`config.mk`:
```
export PLATFORM = sky130hd
export DESIGN_NAME = display_window_write_framer
export DESIGN_NICKNAME = d
export VERILOG_FILES = /design/src/hdl/dwwf_pkg.sv /design/src/hdl/display_window_write_framer.sv
export SDC_FILE = /design/constraint.sdc
export NUM_CORES = 1
export LEC_CHECK = 0
export ABC_AREA = 1
export BUFFER_PORTS_ARGS = -buffer_cell sky130_fd_sc_hd__buf_4
export CORE_MARGIN = 3
export CORE_UTILIZATION = 40
export DETAILED_ROUTE_END_ITERATION = 6
export PLACE_DENSITY = 0.66
export RECOVER_POWER = 100
export SLEW_MARGIN = 5
export SYNTH_ARGS = -nofsm -noshare
export SYNTH_HDL_FRONTEND = slang
export SYNTH_SLANG_ARGS = --single-unit
export TNS_END_PERCENT = 10
```
`constraint.sdc`:
```
create_clock -name clk -period 3.72 [get_ports clk]
set_input_delay 0.186 -clock clk [delete_from_list [all_inputs] [get_ports clk]]
set_output_delay 0.186 -clock clk [all_outputs]
set_load 0.02 [all_outputs]
```
`src/hdl/dwwf_pkg.sv`:
```
// Package with the command codes, status codes and item types of the display window write framer.
package dwwf_pkg;

  localparam int unsigned CoordW = 9;
  localparam int unsigned AddrW = 11;
  localparam int unsigned SeqW = 4;

  localparam logic [1:0] OP_RECT = 2'd0;
  localparam logic [1:0] OP_PIXEL = 2'd1;
  localparam logic [1:0] OP_FLIP = 2'd2;

  localparam logic [7:0] CMD_COLUMN = 8'h2A;
  localparam logic [7:0] CMD_ROW = 8'h2B;
  localparam logic [7:0] CMD_MEMWRITE = 8'h2C;
  localparam logic [7:0] CMD_ORIENT = 8'h36;
  localparam logic [7:0] BYTE_MASK = 8'hFF;

  localparam logic [1:0] ST_OK = 2'd0;
  localparam logic [1:0] ST_BAD_RECT = 2'd1;
  localparam logic [1:0] ST_NO_WRITE = 2'd2;
  localparam logic [1:0] ST_WRITE_OPEN = 2'd3;

  localparam logic [3:0] REG_FRAME_WIDTH = 4'd0;
  localparam logic [3:0] REG_FRAME_HEIGHT = 4'd1;
  localparam logic [3:0] REG_COL_OFS_NORMAL = 4'd2;
  localparam logic [3:0] REG_ROW_OFS_NORMAL = 4'd3;
  localparam logic [3:0] REG_COL_OFS_FLIPPED = 4'd4;
  localparam logic [3:0] REG_ROW_OFS_FLIPPED = 4'd5;
  localparam logic [3:0] REG_ORIENT_NORMAL = 4'd6;
  localparam logic [3:0] REG_ORIENT_FLIPPED = 4'd7;

  localparam logic [SeqW-1:0] SEQ_COL_CMD = 4'd0;
  localparam logic [SeqW-1:0] SEQ_COL_S_HI = 4'd1;
  localparam logic [SeqW-1:0] SEQ_COL_S_LO = 4'd2;
  localparam logic [SeqW-1:0] SEQ_COL_E_HI = 4'd3;
  localparam logic [SeqW-1:0] SEQ_COL_E_LO = 4'd4;
  localparam logic [SeqW-1:0] SEQ_ROW_CMD = 4'd5;
  localparam logic [SeqW-1:0] SEQ_ROW_S_HI = 4'd6;
  localparam logic [SeqW-1:0] SEQ_ROW_S_LO = 4'd7;
  localparam logic [SeqW-1:0] SEQ_ROW_E_HI = 4'd8;
  localparam logic [SeqW-1:0] SEQ_ROW_E_LO = 4'd9;
  localparam logic [SeqW-1:0] SEQ_MEMWRITE = 4'd10;
  localparam logic [SeqW-1:0] SEQ_FIRST = 4'd0;
  localparam logic [SeqW-1:0] SEQ_SECOND = 4'd1;

  typedef enum logic [1:0] {
    KIND_RECT,
    KIND_PIXEL,
    KIND_FLIP,
    KIND_STATUS
  } kind_t;

  typedef struct packed {
    kind_t           kind;
    logic [SeqW-1:0] last_seq;
    logic [AddrW-1:0] col_start;
    logic [AddrW-1:0] col_end;
    logic [AddrW-1:0] row_start;
    logic [AddrW-1:0] row_end;
    logic [15:0]     color;
    logic            done;
    logic [7:0]      orient;
    logic [1:0]      status;
  } item_t;

endpackage

```
`src/hdl/display_window_write_framer.sv`:
```
// Top level of the display window write framer: item register, byte sequencer and output register.
//
//   Channel  Direction  Transaction carries
//   s_*      in         tuser: op; tdata: rect_x, rect_y, rect_w, rect_h, pixel_color, flip
//   m_*      out        tdata: out_byte, status; tuser: is_data, has_byte, release_panel;
//                       tlast: run_last
//   cfg_*    in         cfg_index: register index; cfg_data: register value
//
// A pixel item gives two bytes, a flip item two, a rectangle eleven, a rejected item one status
// transaction and an unused op none; the output moves one byte per cycle while m_tready is high.
// The next item is taken in the cycle in which the last byte of the current one is loaded.
// Reset loads the register defaults and closes any write; there is no clearing pass.
// A low m_tready holds the output register; while an item is busy it holds the item register and s_tready drops.
module display_window_write_framer
  import dwwf_pkg::*;
#(
  parameter int unsigned MAX_DIM = 320
) (
  input  logic        clk,
  input  logic        rst,
  input  logic        s_tvalid,
  output logic        s_tready,
  // [8:0] rect_x, [17:9] rect_y, [26:18] rect_w, [35:27] rect_h, [51:36] pixel_color,
  // [52] flip, [55:53] zero
  input  logic [55:0] s_tdata,
  // [1:0] op
  input  logic [1:0]  s_tuser,
  output logic        m_tvalid,
  input  logic        m_tready,
  // [7:0] out_byte, [9:8] status, [15:10] zero
  output logic [15:0] m_tdata,
  // [0] is_data, [1] has_byte, [2] release_panel
  output logic [2:0]  m_tuser,
  output logic        m_tlast,
  input  logic        cfg_valid,
  output logic        cfg_ready,
  input  logic [3:0]  cfg_index,
  input  logic [8:0]  cfg_data
);

  localparam int unsigned PixW = $clog2(MAX_DIM * MAX_DIM + 1);
  localparam int unsigned DimW = $clog2(MAX_DIM + 1) > CoordW ? $clog2(MAX_DIM + 1) : CoordW;

  logic [CoordW-1:0] frame_width;
  logic [CoordW-1:0] frame_height;
  logic [CoordW-1:0] col_offset_normal;
  logic [CoordW-1:0] row_offset_normal;
  logic [CoordW-1:0] col_offset_flipped;
  logic [CoordW-1:0] row_offset_flipped;
  logic [7:0]        orient_normal;
  logic [7:0]        orient_flipped;

  logic [PixW-1:0] pixels_left;
  logic [PixW-1:0] pixels_left_next;
  logic            write_open;
  logic            write_open_next;
  logic            flip_state;
  logic            flip_state_next;

  logic            busy;
  logic [SeqW-1:0] seq;
  item_t           item;
  item_t           item_next;

  logic        in_accept;
  logic        out_free;
  logic        seq_last;
  logic [7:0]  byte_sel;
  logic        data_sel;
  logic        rel_sel;

  logic [CoordW-1:0] rect_x;
  logic [CoordW-1:0] rect_y;
  logic [CoordW-1:0] rect_w;
  logic [CoordW-1:0] rect_h;
  logic [15:0]       pixel_color;
  logic              flip;
  logic [CoordW-1:0] fw;
  logic [CoordW-1:0] fh;
  logic [CoordW-1:0] co;
  logic [CoordW-1:0] ro;
  logic              bad_rect;
  logic [2*CoordW-1:0] area;

  assign rect_x = s_tdata[8:0];
  assign rect_y = s_tdata[17:9];
  assign rect_w = s_tdata[26:18];
  assign rect_h = s_tdata[35:27];
  assign pixel_color = s_tdata[51:36];
  assign flip = s_tdata[52];

  assign cfg_ready = 1'b1;
  assign out_free = !m_tvalid || m_tready;
  assign seq_last = (seq == item.last_seq);
  assign s_tready = !busy || (out_free && seq_last);
  assign in_accept = s_tvalid && s_tready;

  assign fw = (DimW'(frame_width) > DimW'(MAX_DIM)) ? CoordW'(MAX_DIM) : frame_width;
  assign fh = (DimW'(frame_height) > DimW'(MAX_DIM)) ? CoordW'(MAX_DIM) : frame_height;
  assign co = flip_state ? col_offset_flipped : col_offset_normal;
  assign ro = flip_state ? row_offset_flipped : row_offset_normal;
  assign bad_rect = (rect_w == '0) || (rect_h == '0) || (rect_x >= fw) || (rect_y >= fh) ||
                    (rect_w > fw - rect_x) || (rect_h > fh - rect_y);
  assign area = (2*CoordW)'(rect_w) * (2*CoordW)'(rect_h);

  always_comb begin
    item_next = '0;
    item_next.kind = KIND_STATUS;
    item_next.last_seq = SEQ_FIRST;
    item_next.status = ST_OK;
    item_next.col_start = AddrW'(rect_x) + AddrW'(co);
    item_next.col_end = item_next.col_start + AddrW'(rect_w) - AddrW'(1);
    item_next.row_start = AddrW'(rect_y) + AddrW'(ro);
    item_next.row_end = item_next.row_start + AddrW'(rect_h) - AddrW'(1);
    item_next.color = pixel_color;
    item_next.done = (pixels_left == PixW'(1));
    item_next.orient = flip ? orient_flipped : orient_normal;
    pixels_left_next = pixels_left;
    write_open_next = write_open;
    flip_state_next = flip_state;
    case (s_tuser)
      OP_RECT: begin
        if (write_open) begin
          item_next.status = ST_WRITE_OPEN;
        end else if (bad_rect) begin
          item_next.status = ST_BAD_RECT;
        end else begin
          item_next.kind = KIND_RECT;
          item_next.last_seq = SEQ_MEMWRITE;
          pixels_left_next = PixW'(area);
          write_open_next = 1'b1;
        end
      end
      OP_PIXEL: begin
        if (!write_open) begin
          item_next.status = ST_NO_WRITE;
        end else begin
          item_next.kind = KIND_PIXEL;
          item_next.last_seq = SEQ_SECOND;
          pixels_left_next = pixels_left - PixW'(1);
          write_open_next = !item_next.done;
        end
      end
      OP_FLIP: begin
        if (write_open) begin
          item_next.status = ST_WRITE_OPEN;
        end else begin
          item_next.kind = KIND_FLIP;
          item_next.last_seq = SEQ_SECOND;
          flip_state_next = flip;
        end
      end
      default: begin
        item_next.kind = KIND_STATUS;
      end
    endcase
  end

  always_comb begin
    byte_sel = '0;
    data_sel = 1'b1;
    rel_sel = 1'b0;
    case (item.kind)
      KIND_RECT: begin
        case (seq)
          SEQ_COL_CMD: begin
            byte_sel = CMD_COLUMN;
            data_sel = 1'b0;
          end
          SEQ_COL_S_HI: byte_sel = 8'(item.col_start >> 8);
          SEQ_COL_S_LO: byte_sel = item.col_start[7:0];
          SEQ_COL_E_HI: byte_sel = 8'(item.col_end >> 8);
          SEQ_COL_E_LO: begin
            byte_sel = item.col_end[7:0];
            rel_sel = 1'b1;
          end
          SEQ_ROW_CMD: begin
            byte_sel = CMD_ROW;
            data_sel = 1'b0;
          end
          SEQ_ROW_S_HI: byte_sel = 8'(item.row_start >> 8);
          SEQ_ROW_S_LO: byte_sel = item.row_start[7:0];
          SEQ_ROW_E_HI: byte_sel = 8'(item.row_end >> 8);
          SEQ_ROW_E_LO: begin
            byte_sel = item.row_end[7:0];
            rel_sel = 1'b1;
          end
          default: begin
            byte_sel = CMD_MEMWRITE;
            data_sel = 1'b0;
          end
        endcase
      end
      KIND_PIXEL: begin
        byte_sel = seq_last ? (item.color[7:0] & BYTE_MASK) : item.color[15:8];
        rel_sel = seq_last && item.done;
      end
      KIND_FLIP: begin
        byte_sel = seq_last ? item.orient : CMD_ORIENT;
        data_sel = seq_last;
        rel_sel = seq_last;
      end
      default: begin
        data_sel = 1'b0;
      end
    endcase
  end

  always_ff @(posedge clk) begin
    if (rst) begin
      busy <= 1'b0;
      seq <= SEQ_FIRST;
      m_tvalid <= 1'b0;
      pixels_left <= '0;
      write_open <= 1'b0;
      flip_state <= 1'b0;
    end else begin
      if (out_free) begin
        m_tvalid <= busy;
      end
      if (in_accept) begin
        busy <= s_tuser inside {OP_RECT, OP_PIXEL, OP_FLIP};
        seq <= SEQ_FIRST;
        pixels_left <= pixels_left_next;
        write_open <= write_open_next;
        flip_state <= flip_state_next;
      end else begin
        if (out_free && busy) begin
          seq <= seq + SeqW'(1);
        end
        if (out_free && busy && seq_last) begin
          busy <= 1'b0;
        end
      end
    end
  end

  always_ff @(posedge clk) begin
    if (in_accept) begin
      item <= item_next;
    end
    if (out_free && busy) begin
      m_tdata <= {6'b0, item.status, byte_sel};
      m_tuser <= {rel_sel, item.kind != KIND_STATUS, data_sel};
      m_tlast <= seq_last;
    end
  end

  always_ff @(posedge clk) begin
    if (rst) begin
      frame_width <= 9'd240;
      frame_height <= 9'd320;
      col_offset_normal <= '0;
      row_offset_normal <= '0;
      col_offset_flipped <= '0;
      row_offset_flipped <= '0;
      orient_normal <= '0;
      orient_flipped <= '0;
    end else if (cfg_valid && cfg_ready) begin
      case (cfg_index)
        REG_FRAME_WIDTH: frame_width <= cfg_data;
        REG_FRAME_HEIGHT: frame_height <= cfg_data;
        REG_COL_OFS_NORMAL: col_offset_normal <= cfg_data;
        REG_ROW_OFS_NORMAL: row_offset_normal <= cfg_data;
        REG_COL_OFS_FLIPPED: col_offset_flipped <= cfg_data;
        REG_ROW_OFS_FLIPPED: row_offset_flipped <= cfg_data;
        REG_ORIENT_NORMAL: orient_normal <= cfg_data[7:0];
        REG_ORIENT_FLIPPED: orient_flipped <= cfg_data[7:0];
        default: ;
      endcase
    end
  end

endmodule

```
==> impl_results.md <==
- Initial antenna violation count: 0
- Synth Register Bits: 182
- Final Util: 49.7%
- Sequential area share after synthesis: 32.8%
- Main flop type after synthesis: dfxtp_1
- I/O Buffers: 88
- GR peak layer: met2
- ANT nets after route: 0
- Clk sinks: between 150 and 200
- Clock transition at path regs: approximately 0.080 ns
- Clock Latency Late Sink: 0.44 ns
- Grt met1 use: 26.3%
- Switching Power: 2490 uW
- Post-Route Skew: 0.0181 ns
- Hold crit path type: input port to flip-flop
- Post-Synthesis Cells: 1798
- EDFF count, synth: just under 90
- Layout cells sized above 1: 16.3%
- Area Growth Syn to Fin: 21.6%
- Slew Viols, Final: 0
- Outcome: complete, but fails checks
- Clock Power Share: 27.1%
- Layout Cells excl Fill: 2439
- Number of diodes: 0
- Post-Syn Area per Cell: roughly 7.7 sq um
- Wire length per cell: 14.8 um
- 1st-pass router iterations: 5
- Largest net degree at the start of global routing: 57
- First-pass GRT wire length: 57200 um
- PwrDens: 422 mW/mm^2
- Vias in the first global route: roughly 11000
- Crit end category: flip-flop
- Data arrival, critical path: 4.08 ns
- Critical Path RT: 4.06 ns
- Worst Path Buf+Inv: 3
- CTS Buf Count: 17
- Final wirelength: 36100 um
- Internal power: around 4600 uW
- Fin crit share: 100%
- Crit path time final: between 3 and 4 ns
- Nets: 2242
- Via density: 4.95
- Buffers from clock root to sink, at most: 2
- CTS root buf: clkbuf_16
- CP max stage delay: between 0.3 and 0.4 ns
- Final Worst Setup Slack: -0.0138 ns
- Slew at the pin closest to its max-slew limit: 1.03 ns
- Area share of the leading cell type in the synthesized netlist: around a fifth
- GRT overflow: 0
- Placement Cell Area: 0.0155 sq mm
- Core area: between 0.03 and 0.04 sq mm
- Rel. slew slack: 31.3%
- Setup TNS: -0.0204 ns
- Die W: 191 um
- Most frequent CP cell: nor2_1
- Crit-path cells: nor4_2 > nand3_1 > nand2_2 > inv_2 > nor2_1 > ha_1 > a21oi_1 > o21ai_1 > a21oi_2 > nor2_1 > nor2_1 > xor2_1 > ha_1 > nand2_1 > inv_1 > a21oi_2 > nand3_1 > nand2_2 > nand4_4 > nand2_8 > clkbuf_16 > nand3_1 > nand2_1 > nor2_1
- Row count: 67
- Design Area, Final: about 0.017 sq mm
- Synth area leaders: edfxtp_1 19%, dfxtp_1 14%, ha_1 12%
- Synth warn: 0
- Via count: 12100
- Crit Path Category: flip-flop to flip-flop
- DR iter-0 viols: 720
- Crit Path Max Fanout: 10
- CP top delay family: simple AND/OR/NAND/NOR gates
- Sequential power share: 33.0%
- Slowest cell on crit path: dfxtp_1
- Cell area after synthesis: 0.0138 sq mm
- RSZ-0062 raised after global routing: yes
- Max cap viols: 0
- Dominant cell type by area after synthesis: edfxtp_1
- TritonCTS clock tree: built
- GRT Overall Usage: between 10% and 20%
- Comb pwr share: about two fifths
- Violated checks: setup timing
- Design Power: 7060 uW
- Cell with the most instances after synthesis: nand2_1
- Fill cell count: between 3000 and 4000
- Die extent in y: 191 um
- Peak supply drop: about 0.3 mV
- Placed cells: 2380
- M2 GR Usage: 32.4%
- GPL Wtd Cong: 0.919
- H-tree Lvls: 4
- Library cells used by synthesis: 50
- Pleak: 0.00817 uW
- Fmax: between 0.2 and 0.3 GHz
- Switching part of the total: 35.3%
- Residual DRC: 0
- HPWL Detailed: roughly 28000 um
- Die Area: between 0.03 and 0.04 sq mm
- Setup crit start kind: flip-flop
- Met3 usage in global routing: 2.84%
- Endpoints failing hold: 0
- Initial Util: about two fifths
- Synth async-reset ratio: 0%
- # IOs: 99
- Setup violators final: 2
- Commonest cells in the netlist: 356 x nand2_1, 327 x inv_1, 201 x nor2_1
[state kept, by name, summed over array words and instances (netlist names), 3 cells and up]
signal / flops
m_tdata: 10
m_tuser: 3
col_offset_flipped: 9
seq: 4
frame_height: 9
orient_flipped: 8
orient_normal: 8
row_offset_flipped: 9
pixels_left: 17
frame_width: 9
col_offset_normal: 9
row_offset_normal: 9
item: 73
[per-layer routing]
layer / vias up / wire length, um
met4: 0 / 955
li1: 6083 / -
met5: - / 0
met1: 5632 / 16300
met3: 52 / 1710
met2: 316 / 17100
[what timing repair did]
item | in CTS | in global routing
gates cloned | 0 | 4
setup endpoints to repair | 21 | 27
gates resized for setup | 11 | 80
buffers inserted | 1 | 6
pin swaps | 2 | 32
endpoints found under the hold margin | 16 | 0
hold buffers | 16 | 0
[power groups by stage]
stage	Combinational [uW]	Clock, uW	Sequential (uW)
floorplan	1820	0	2370
finish	2820	1910	2330
detailed placement	2680	0	2370
global route	3220	2010	2340
global placement	2630	0	2370
CTS	2720	1940	2330
[metrics by stage]
stage	hold slack, ns	setup WS [ns]
after floorplan	0.285	0.00100
after global placement	0.365	-0.177
after detailed placement	0.365	-0.215
after CTS	0.0207	0.00493
after global routing	0.0387	-0.229
final	0.0306	-0.0138
[placed cells by master (no fill, tap or decap), types with 4 or more instances in the layout]
master,count
edfxtp_1,87
o211ai_1,12
inv_8,4
nand3_1,69
buf_4,155
o21ai_1,10
nor3_1,6
or2_2,4
fa_1,51
inv_1,321
o21bai_1,4
nand2_1,339
a31oi_1,5
fa_2,4
xnor2_1,16
a221oi_1,8
dlygate4sd3_1,16
clkinv_1,4
xor2_1,34
a21o_1,4
a21oi_2,17
nor2_1,191
inv_2,12
conb_1,7
xor2_2,4
nor2_4,4
clkbuf_1,19
nand3b_1,6
dfxtp_1,93
nand4_1,8
a21oi_1,95
o21ai_0,124
nand2_2,21
clkbuf_4,17
nor2_2,13
ha_4,10
clkbuf_16,20
ha_1,122
[cell type report]
type                    instances  area [sq um]  share of cell area [%]
clock buffers                  19           433                    2.59
well taps                     448           561                    3.35
flip-flops and latches        182          4520                    27.0
inverters                     339          1280                    7.63
multi-input cells            1228          8130                    48.6
clock inverters                13           180                    1.08
repair buffers                210          1630                    9.74
[cells by family after synthesis]
| kind of cell | synth area share [%] |
|---|---|
| compound gates | 11.9 |
| other cells | 0.0546 |
| fa+ha+maj | 20.1 |
| buf+inv | 11.3 |
| simple gates | 20.4 |
| mux | 0.0728 |
| xor+xnor | 3.44 |
| flops | 32.8 |
[worst paths after layout]
kind / end / cells past startpoint / slack (ns) / startpoint
min: busy$_SDFFE_PP0P_ / 3 / 0.03 / s_tvalid
max: pixels_left[2]$_SDFFE_PP0P_ / 24 / -0.01 / frame_width[0]$_SDFFE_PP0P_
max reg2reg: pixels_left[2]$_SDFFE_PP0P_ / 24 / -0.01 / frame_width[0]$_SDFFE_PP0P_
min reg2reg: m_tdata[8]$_DFFE_PP_ / 0 / 0.44 / item[0]$_DFFE_PP_
[worst register-to-register path, stage by stage (launching register included)]
cell,delay [ns]
dfxtp_1,0.33
nor4_2,0.27
nand3_1,0.11
nand2_2,0.09
inv_2,0.08
nor2_1,0.10
ha_1,0.29
a21oi_1,0.15
o21ai_1,0.11
a21oi_2,0.16
nor2_1,0.06
nor2_1,0.12
xor2_1,0.18
ha_1,0.25
nand2_1,0.10
inv_1,0.08
a21oi_2,0.13
nand3_1,0.11
nand2_2,0.13
nand4_4,0.22
nand2_8,0.19
clkbuf_16,0.18
nand3_1,0.07
nand2_1,0.09
nor2_1,0.05
Power figures use the tool's default switching activity.
